==> src/sv/stfs_bat_pkg.sv <==
`timescale 1ns / 1ps
`default_nettype none
// ----------------------------------------------------------------------------
// STFS block address translation package
// Types, constants and helper functions shared by the translation pipeline.
// ----------------------------------------------------------------------------
package stfs_bat_pkg;

    localparam int BLOCK_W   = 24;
    localparam int ADDR_W    = 32;
    localparam int TBLK_W    = 25;
    localparam int SKIP_W    = 15;
    localparam int L0_QUOT_W = 17;
    localparam int L1_QUOT_W = 10;
    localparam int TNUM_W    = 20;
    localparam int SQUOT_W   = 6;

    localparam logic [BLOCK_W-1:0] INVALID_BLOCK = 24'hFFFFFF;

    localparam longint unsigned L0_DIV   = 64'h00AA;
    localparam longint unsigned L1_DIV   = 64'h70E4;
    localparam int              L0_SHIFT = 32;
    localparam int              L1_SHIFT = 39;
    localparam int              SK_SHIFT = 35;

    localparam longint unsigned L0_RECIP_L =
        ((64'd1 << L0_SHIFT) + L0_DIV - 64'd1) / L0_DIV;
    localparam longint unsigned L1_RECIP_L =
        ((64'd1 << L1_SHIFT) + L1_DIV - 64'd1) / L1_DIV;
    localparam longint unsigned SK_RECIP_F_L =
        ((64'd1 << SK_SHIFT) + 64'h718F - 64'd1) / 64'h718F;
    localparam longint unsigned SK_RECIP_M_L =
        ((64'd1 << SK_SHIFT) + 64'h723A - 64'd1) / 64'h723A;

    localparam logic [24:0] L0_RECIP   = 25'(L0_RECIP_L);
    localparam logic [24:0] L1_RECIP   = 25'(L1_RECIP_L);
    localparam logic [20:0] SK_RECIP_F = 21'(SK_RECIP_F_L);
    localparam logic [20:0] SK_RECIP_M = 21'(SK_RECIP_M_L);

    localparam logic CFG_PACKAGE_KIND        = 1'b0;
    localparam logic CFG_FIRST_TABLE_ADDRESS = 1'b1;

    typedef enum logic [1:0] {
        SKIP_ONE,
        SKIP_TWO,
        SKIP_THREE,
        SKIP_TEST
    } t_skip_kind;

    typedef struct packed {
        logic [BLOCK_W-1:0] block_number;
        logic [ADDR_W-1:0]  table_address;
    } t_in;

    typedef struct packed {
        logic [ADDR_W-1:0] data_address;
        logic [TBLK_W-1:0] level0_table_block;
        logic [TBLK_W-1:0] level1_table_block;
        logic [SKIP_W-1:0] skip_bytes;
        logic              block_invalid;
    } t_out;

    typedef struct packed {
        logic              package_kind;
        logic [ADDR_W-1:0] first_table_address;
    } t_cfg;

    typedef struct packed {
        logic [BLOCK_W-1:0]   block_number;
        logic                 block_invalid;
        logic [L0_QUOT_W-1:0] l0_quot;
        logic [L1_QUOT_W-1:0] l1_quot;
        t_skip_kind           skip_kind;
        logic [TNUM_W-1:0]    skip_tbl;
    } t_stage_a;

    typedef struct packed {
        logic [TBLK_W-1:0]    backing_block;
        logic                 block_invalid;
        logic                 l0_nonzero;
        logic [L1_QUOT_W-1:0] l1_quot;
        logic [TBLK_W-1:0]    l0_prod;
        logic [TBLK_W-1:0]    l1_prod;
        t_skip_kind           skip_kind;
        logic [TNUM_W-1:0]    skip_tbl;
        logic [SQUOT_W-1:0]   skip_quot;
    } t_stage_b;

    function automatic logic [7:0] step0(input logic kind);
        return kind ? 8'hAC : 8'hAB;
    endfunction

    function automatic logic [15:0] step1(input logic kind);
        return kind ? 16'h723A : 16'h718F;
    endfunction

    function automatic logic [1:0] table_blocks(input logic kind);
        return kind ? 2'd2 : 2'd1;
    endfunction

    function automatic logic [SKIP_W-1:0] skip_value(input t_skip_kind k, input logic kind);
        logic [SKIP_W-1:0] base;
        case (k)
            SKIP_TWO:   base = 15'h2000;
            SKIP_THREE: base = 15'h3000;
            default:    base = 15'h1000;
        endcase
        return base << kind;
    endfunction

endpackage
`default_nettype wire

==> src/sv/stfs_bat_div.sv <==
`timescale 1ns / 1ps
`default_nettype none
// ----------------------------------------------------------------------------
// STFS translation stage one
// Divides the block number by the table spacings and classifies the table
// address for the skip size.
// ----------------------------------------------------------------------------
module stfs_bat_div (
    input  wire logic                  i_clk,
    input  wire logic                  i_rst_n,
    input  wire stfs_bat_pkg::t_cfg    i_cfg,
    input  wire logic                  i_valid,
    output logic                       o_ready,
    input  wire stfs_bat_pkg::t_in     i_data,
    output logic                       o_valid,
    input  wire logic                  i_ready,
    output stfs_bat_pkg::t_stage_a     o_data
);
    import stfs_bat_pkg::*;

    logic              r_valid;
    t_stage_a          r_data;
    t_stage_a          n_data;
    logic [48:0]       w_prod0;
    logic [48:0]       w_prod1;
    logic [ADDR_W-1:0] w_diff;
    logic [TNUM_W-1:0] w_tnum;
    logic [TNUM_W-1:0] w_step1;
    logic [TNUM_W-1:0] w_after;

    always_comb begin
        w_prod0 = 49'(i_data.block_number) * 49'(L0_RECIP);
        w_prod1 = 49'(i_data.block_number) * 49'(L1_RECIP);
        w_diff  = i_data.table_address - i_cfg.first_table_address;
        w_tnum  = w_diff[ADDR_W-1:12];
        w_step1 = TNUM_W'(step1(i_cfg.package_kind));
        w_after = w_step1 + TNUM_W'(table_blocks(i_cfg.package_kind));

        n_data.block_number  = i_data.block_number;
        n_data.block_invalid = (i_data.block_number == INVALID_BLOCK);
        n_data.l0_quot       = w_prod0[48:L0_SHIFT];
        n_data.l1_quot       = w_prod1[48:L1_SHIFT];
        n_data.skip_tbl      = w_tnum;
        if (w_tnum == '0) begin
            n_data.skip_kind = SKIP_ONE;
        end else if (w_tnum == w_step1) begin
            n_data.skip_kind = SKIP_THREE;
        end else if ((w_tnum > w_step1) && (w_tnum < w_after)) begin
            // The adjusted number wraps to all ones, which is never a table boundary.
            n_data.skip_kind = SKIP_ONE;
        end else begin
            n_data.skip_kind = SKIP_TEST;
        end
        if (w_tnum > w_step1) begin
            n_data.skip_tbl = w_tnum - w_after;
        end
    end

    assign o_ready = !r_valid || i_ready;
    assign o_valid = r_valid;
    assign o_data  = r_data;

    always_ff @(posedge i_clk) begin
        if (!i_rst_n) begin
            r_valid <= 1'b0;
        end else if (o_ready) begin
            r_valid <= i_valid;
        end
    end

    always_ff @(posedge i_clk) begin
        if (o_ready && i_valid) begin
            r_data <= n_data;
        end
    end

endmodule
`default_nettype wire

==> src/sv/stfs_bat_mul.sv <==
`timescale 1ns / 1ps
`default_nettype none
// ----------------------------------------------------------------------------
// STFS translation stage two
// Forms the backing block number, the table step products and the skip quotient.
// ----------------------------------------------------------------------------
module stfs_bat_mul (
    input  wire logic                    i_clk,
    input  wire logic                    i_rst_n,
    input  wire stfs_bat_pkg::t_cfg      i_cfg,
    input  wire logic                    i_valid,
    output logic                         o_ready,
    input  wire stfs_bat_pkg::t_stage_a  i_data,
    output logic                         o_valid,
    input  wire logic                    i_ready,
    output stfs_bat_pkg::t_stage_b       o_data
);
    import stfs_bat_pkg::*;

    logic              r_valid;
    t_stage_b          r_data;
    t_stage_b          n_data;
    logic              w_kind;
    logic [17:0]       w_d0_inc;
    logic [10:0]       w_d1_inc;
    logic [TBLK_W-1:0] w_l1_term;
    logic [TBLK_W-1:0] w_l2_term;
    logic [25:0]       w_l1_prod;
    logic [40:0]       w_sq;

    always_comb begin
        w_kind    = i_cfg.package_kind;
        w_d0_inc  = 18'(i_data.l0_quot) + 18'd1;
        w_d1_inc  = 11'(i_data.l1_quot) + 11'd1;
        w_l1_term = (i_data.l0_quot != '0) ? (TBLK_W'(w_d1_inc) << w_kind) : '0;
        w_l2_term = (i_data.l1_quot != '0) ? TBLK_W'(table_blocks(w_kind)) : '0;
        w_l1_prod = 26'(i_data.l1_quot) * 26'(step1(w_kind));
        w_sq      = 41'(i_data.skip_tbl) * 41'(w_kind ? SK_RECIP_M : SK_RECIP_F);

        n_data.backing_block = TBLK_W'(i_data.block_number) + (TBLK_W'(w_d0_inc) << w_kind)
                             + w_l1_term + w_l2_term;
        n_data.block_invalid = i_data.block_invalid;
        n_data.l0_nonzero    = (i_data.l0_quot != '0);
        n_data.l1_quot       = i_data.l1_quot;
        n_data.l0_prod       = TBLK_W'(i_data.l0_quot) * TBLK_W'(step0(w_kind));
        n_data.l1_prod       = w_l1_prod[TBLK_W-1:0];
        n_data.skip_kind     = i_data.skip_kind;
        n_data.skip_tbl      = i_data.skip_tbl;
        n_data.skip_quot     = w_sq[SK_SHIFT+SQUOT_W-1:SK_SHIFT];
    end

    assign o_ready = !r_valid || i_ready;
    assign o_valid = r_valid;
    assign o_data  = r_data;

    always_ff @(posedge i_clk) begin
        if (!i_rst_n) begin
            r_valid <= 1'b0;
        end else if (o_ready) begin
            r_valid <= i_valid;
        end
    end

    always_ff @(posedge i_clk) begin
        if (o_ready && i_valid) begin
            r_data <= n_data;
        end
    end

endmodule
`default_nettype wire

==> src/sv/stfs_bat_fin.sv <==
`timescale 1ns / 1ps
`default_nettype none
// ----------------------------------------------------------------------------
// STFS translation stage three
// Final sums, the data address and the skip size; holds the result word.
// ----------------------------------------------------------------------------
module stfs_bat_fin (
    input  wire logic                    i_clk,
    input  wire logic                    i_rst_n,
    input  wire stfs_bat_pkg::t_cfg      i_cfg,
    input  wire logic                    i_valid,
    output logic                         o_ready,
    input  wire stfs_bat_pkg::t_stage_b  i_data,
    output logic                         o_valid,
    input  wire logic                    i_ready,
    output stfs_bat_pkg::t_out           o_data
);
    import stfs_bat_pkg::*;

    logic              r_valid;
    t_out              r_data;
    t_out              n_data;
    logic              w_kind;
    logic [10:0]       w_d1_inc;
    logic [TBLK_W-1:0] w_l0_sum;
    logic [21:0]       w_mult;
    t_skip_kind        w_skip;

    always_comb begin
        w_kind   = i_cfg.package_kind;
        w_d1_inc = 11'(i_data.l1_quot) + 11'd1;
        w_l0_sum = i_data.l0_prod + (TBLK_W'(w_d1_inc) << w_kind)
                 + ((i_data.l1_quot != '0) ? TBLK_W'(table_blocks(w_kind)) : '0);
        w_mult   = 22'(i_data.skip_quot) * 22'(step1(w_kind));

        case (i_data.skip_kind)
            SKIP_TEST: begin
                if ((i_data.skip_tbl == TNUM_W'(step0(w_kind)))
                        || (w_mult == 22'(i_data.skip_tbl))) begin
                    w_skip = SKIP_TWO;
                end else begin
                    w_skip = SKIP_ONE;
                end
            end
            default: begin
                w_skip = i_data.skip_kind;
            end
        endcase

        n_data.data_address       = i_data.block_invalid ? '0
                                  : ({i_data.backing_block[19:0], 12'h000}
                                     + i_cfg.first_table_address);
        n_data.level0_table_block = i_data.l0_nonzero ? w_l0_sum : '0;
        n_data.level1_table_block = (i_data.l1_quot != '0)
                                  ? (TBLK_W'(table_blocks(w_kind)) + i_data.l1_prod)
                                  : TBLK_W'(step0(w_kind));
        n_data.skip_bytes         = skip_value(w_skip, w_kind);
        n_data.block_invalid      = i_data.block_invalid;
    end

    assign o_ready = !r_valid || i_ready;
    assign o_valid = r_valid;
    assign o_data  = r_data;

    always_ff @(posedge i_clk) begin
        if (!i_rst_n) begin
            r_valid <= 1'b0;
        end else if (o_ready) begin
            r_valid <= i_valid;
        end
    end

    always_ff @(posedge i_clk) begin
        if (o_ready && i_valid) begin
            r_data <= n_data;
        end
    end

endmodule
`default_nettype wire

==> src/sv/stfs_block_address_translate_top.sv <==
// Pipeline: three register stages (u_div, u_mul, u_fin); a result word is
// registered in each of them in turn before it appears on o_out.
// Throughput: one word per cycle; a stage holds its word only while the stage
// after it is full and stalled, so the input stalls only when all three are full.
// Reset: synchronous, active low; clears all stage valid flags and sets the
// package kind and the first table address to zero.
`timescale 1ns / 1ps
`default_nettype none
// ----------------------------------------------------------------------------
// STFS block address translation
// Maps a logical data block number to its byte address and table numbers.
// ----------------------------------------------------------------------------
module stfs_block_address_translate_top (
    input  wire logic                i_clk,
    input  wire logic                i_rst_n,
    input  wire logic                i_cfg_we,
    input  wire logic                i_cfg_idx,
    input  wire logic [31:0]         i_cfg_data,
    input  wire logic                i_valid,
    output logic                     o_ready,
    input  wire stfs_bat_pkg::t_in   i_in,
    output logic                     o_valid,
    input  wire logic                i_ready,
    output stfs_bat_pkg::t_out       o_out
);
    import stfs_bat_pkg::*;

    logic              r_package_kind;
    logic [ADDR_W-1:0] r_first_table_address;
    t_cfg              w_cfg;
    logic              w_a_valid;
    logic              w_a_ready;
    t_stage_a          w_a_data;
    logic              w_b_valid;
    logic              w_b_ready;
    t_stage_b          w_b_data;

    always_ff @(posedge i_clk) begin
        if (!i_rst_n) begin
            r_package_kind        <= 1'b0;
            r_first_table_address <= '0;
        end else if (i_cfg_we) begin
            case (i_cfg_idx)
                CFG_PACKAGE_KIND:        r_package_kind        <= i_cfg_data[0];
                CFG_FIRST_TABLE_ADDRESS: r_first_table_address <= i_cfg_data;
                default:                 r_package_kind        <= r_package_kind;
            endcase
        end
    end

    assign w_cfg.package_kind        = r_package_kind;
    assign w_cfg.first_table_address = r_first_table_address;

    stfs_bat_div u_div (
        .i_clk   (i_clk),
        .i_rst_n (i_rst_n),
        .i_cfg   (w_cfg),
        .i_valid (i_valid),
        .o_ready (o_ready),
        .i_data  (i_in),
        .o_valid (w_a_valid),
        .i_ready (w_a_ready),
        .o_data  (w_a_data)
    );

    stfs_bat_mul u_mul (
        .i_clk   (i_clk),
        .i_rst_n (i_rst_n),
        .i_cfg   (w_cfg),
        .i_valid (w_a_valid),
        .o_ready (w_a_ready),
        .i_data  (w_a_data),
        .o_valid (w_b_valid),
        .i_ready (w_b_ready),
        .o_data  (w_b_data)
    );

    stfs_bat_fin u_fin (
        .i_clk   (i_clk),
        .i_rst_n (i_rst_n),
        .i_cfg   (w_cfg),
        .i_valid (w_b_valid),
        .o_ready (w_b_ready),
        .i_data  (w_b_data),
        .o_valid (o_valid),
        .i_ready (i_ready),
        .o_data  (o_out)
    );

endmodule
`default_nettype wire

==> config.mk <==
export PLATFORM = sky130hd
export DESIGN_NAME = stfs_block_address_translate_top
export DESIGN_NICKNAME = d
export VERILOG_FILES = /design/src/sv/stfs_bat_pkg.sv /design/src/sv/stfs_bat_div.sv /design/src/sv/stfs_bat_mul.sv /design/src/sv/stfs_bat_fin.sv /design/src/sv/stfs_block_address_translate_top.sv
export SDC_FILE = /design/constraint.sdc
export NUM_CORES = 2
export LEC_CHECK = 0
export BUFFER_PORTS_ARGS = -buffer_cell sky130_fd_sc_hd__buf_2
export CORE_MARGIN = 5
export CORE_UTILIZATION = 50
export DETAILED_ROUTE_END_ITERATION = 10
export PLACE_DENSITY = 0.67
export SLEW_MARGIN = 20
export SYNTH_ARGS = -nofsm -noshare
export SYNTH_HDL_FRONTEND = slang
export SYNTH_HIERARCHICAL = 1
export SYNTH_SLANG_ARGS = --single-unit
export TNS_END_PERCENT = 1
==> constraint.sdc <==
create_clock -name i_clk -period 19.4 [get_ports i_clk]
set_clock_uncertainty 0.1 [all_clocks]
set_input_delay 0.97 -clock i_clk [delete_from_list [all_inputs] [get_ports i_clk]]
set_output_delay 0.97 -clock i_clk [all_outputs]
set_load 0.02 [all_outputs]
==> flow_metrics.tcl <==
set metrics [dict create \
    status "finished clean" \
    cpPeakStageDelay_ns 0.62 \
    grt_usage_pct 23.2 \
    final-seq-area_mm2 0.00871 \
    yosys_warnings 6 \
    cp-startpoint "r_package_kind" \
    cp-start-kind "flop" \
    vias_per_cell 5.47 \
    fin_crit_ns 7.54 \
    cp_data_required_time_ns 19.62 \
    synth.cell_area_mm2 0.0496 \
    relSlewSlack_pct 34.0 \
    reg2reg_depth 23 \
    worstPathArrival_ns 7.76 \
    multi_input_area_mm2 0.0363 \
    n_fill_cell 8929 \
    finalWirelength_um 122000 \
    crit_top_cell "fa_1" \
    hold_viol_final 0 \
    cts_resized 0 \
    syn-mean-instance-area_um2 9.93 \
    postCtsHoldBufs 0 \
    period_share_pct 38.8 \
    cts.clk_slew.worst_paths_ns 0.06 \
    setup_viol 0 \
    ios 194 \
    crit_buf_inv 7 \
    end_kind "flop" \
    drive_above_1_share_pct 7.23 \
    cts_htree_levels 2 \
    gp_congestion 0.941 \
    min-delay-start "u_div/o_data[21]" \
    drc 0 \
    syn_to_final_growth_pct 7.20 \
    dieArea_mm2 0.106 \
    rows 115 \
    top_layer_used "met4" \
    clkSinkCount 302 \
    die_h_um 325 \
    num-nets-final 6851 \
    first_pass_iters 6 \
    core_mm2 0.0984 \
    wire_per_inst_um 18.8 \
    critical_path_depth 23 \
    cts_buffer_depth 3 \
    crit_chain "buf_4, nand2_1, inv_1, fa_1, fa_1, inv_1, fa_1, inv_1, fa_1, fa_1, fa_1, inv_1, fa_1, inv_1, ha_1, nand4_1, nor2_1, a311oi_1, a2111oi_0, buf_4, o21ai_0, a21oi_1, xnor2_1" \
    dr_total_vias 35500 \
    hold_path_class "flop to flop" \
    crit_family "adder cells" \
    max_freq_mhz 133 \
    drt-met1-wl_um 52500 \
    cts_root_buffer "clkbuf_16" \
    r2r-start "r_package_kind" \
    antenna_found_initial 2 \
    grt_max_degree 84 \
    dp_hpwl_um 104000 \
    numCtsBuffers 40 \
    grt_pass1_wl_um 198000 \
    drt-initial-drc-count 2295 \
    synth_cells 4998 \
    rsz0062_at_grt "false" \
    met2WireLength_um 59400 \
    mostFrequentLayoutCell "inv_1" \
    ant_nets 0 \
    hold_depth 0 \
    wl_met3_um 5460 \
    max-cap-violations 0 \
    numPortBuffers 181 \
    critPathMaxFanout 64 \
    cpMaxStageDelayCell "buf_4" \
    grt_pass1_vias 37200 \
    slew_violations 0 \
    mostFrequentLayoutCells "1,128 x inv_1, 972 x ha_1, 613 x fa_1" \
    grt_overflow_total 0 \
    tritoncts "yes" \
    die_w_um 325 \
    worstMarginPinSlew_ns 0.964 \
    setup_tns_ns 0 \
    clock_latency_ns 0.60 \
    post_cts_buffers 0 \
    critPathKind "flop to flop" \
    start_util_pct 50.4 \
]
[area by class of cell]
type                    instances  area share [%]
diodes                          1         0.00470
clock buffers                  46            2.02
clock inverters                25           0.503
inverters                    1129            7.97
multi-input cells            3506            68.2
flip-flops and latches        302            16.4
well taps                    1287            3.03
repair buffers                193            1.87
[metal layers]
layer  GRT usage [%]  up-vias
met4            7.52        0
met5               0        -
met1            30.7    17500
li1                -    16900
met2            40.4      864
met3            2.28      211
[state kept, by name, indices dropped and copies added, names as in the netlist]
| register | flops |
|---|---|
| u_mul/o_valid | 1 |
| u_fin/o_data | 86 |
| r_first_table_address | 32 |
| u_div/o_valid | 1 |
| u_fin/o_valid | 1 |
| u_div/o_data | 70 |
| r_package_kind | 1 |
| u_mul/o_data | 110 |
[per-stage QoR]
| stage | area, um^2 | setup WS [ns] | hold WS (ns) | std cells | util, % |
|---|---|---|---|---|---|
| final | 53200 | 11.86 | 0.326 | 6489 | 54.0 |
| after global placement | 51800 | 11.63 | 0.302 | 6417 | 52.7 |
| after detailed placement | 51800 | 11.49 | 0.309 | 6417 | 52.7 |
| after CTS | 53200 | 11.89 | 0.325 | 6488 | 54.0 |
| after floorplan | 49700 | 12.11 | 0.300 | 5028 | - |
| after global routing | 53200 | 11.45 | 0.332 | 6489 | 54.0 |
[worst register-to-register path: stages (launching register included)]
cell	delay (ns)
dfxtp_4	0.42
buf_4	0.62
nand2_1	0.26
inv_1	0.22
fa_1	0.48
fa_1	0.50
inv_1	0.04
fa_1	0.47
inv_1	0.06
fa_1	0.48
fa_1	0.53
fa_1	0.54
inv_1	0.06
fa_1	0.48
inv_1	0.05
ha_1	0.33
nand4_1	0.16
nor2_1	0.23
a311oi_1	0.16
a2111oi_0	0.45
buf_4	0.22
o21ai_0	0.11
a21oi_1	0.23
xnor2_1	0.08
[worst paths after layout]
kind / endpoint / slack [ns]
worst max-delay path: u_mul/o_data[5] / 11.86
worst min register to register: u_mul/o_data[27] / 0.33
worst min-delay path: u_mul/o_data[27] / 0.33
worst max register to register: u_mul/o_data[5] / 11.86
Power is left out: the tool's default activity adds up to more than one toggle a clock period on the data nets, which glitch-free logic cannot reach.
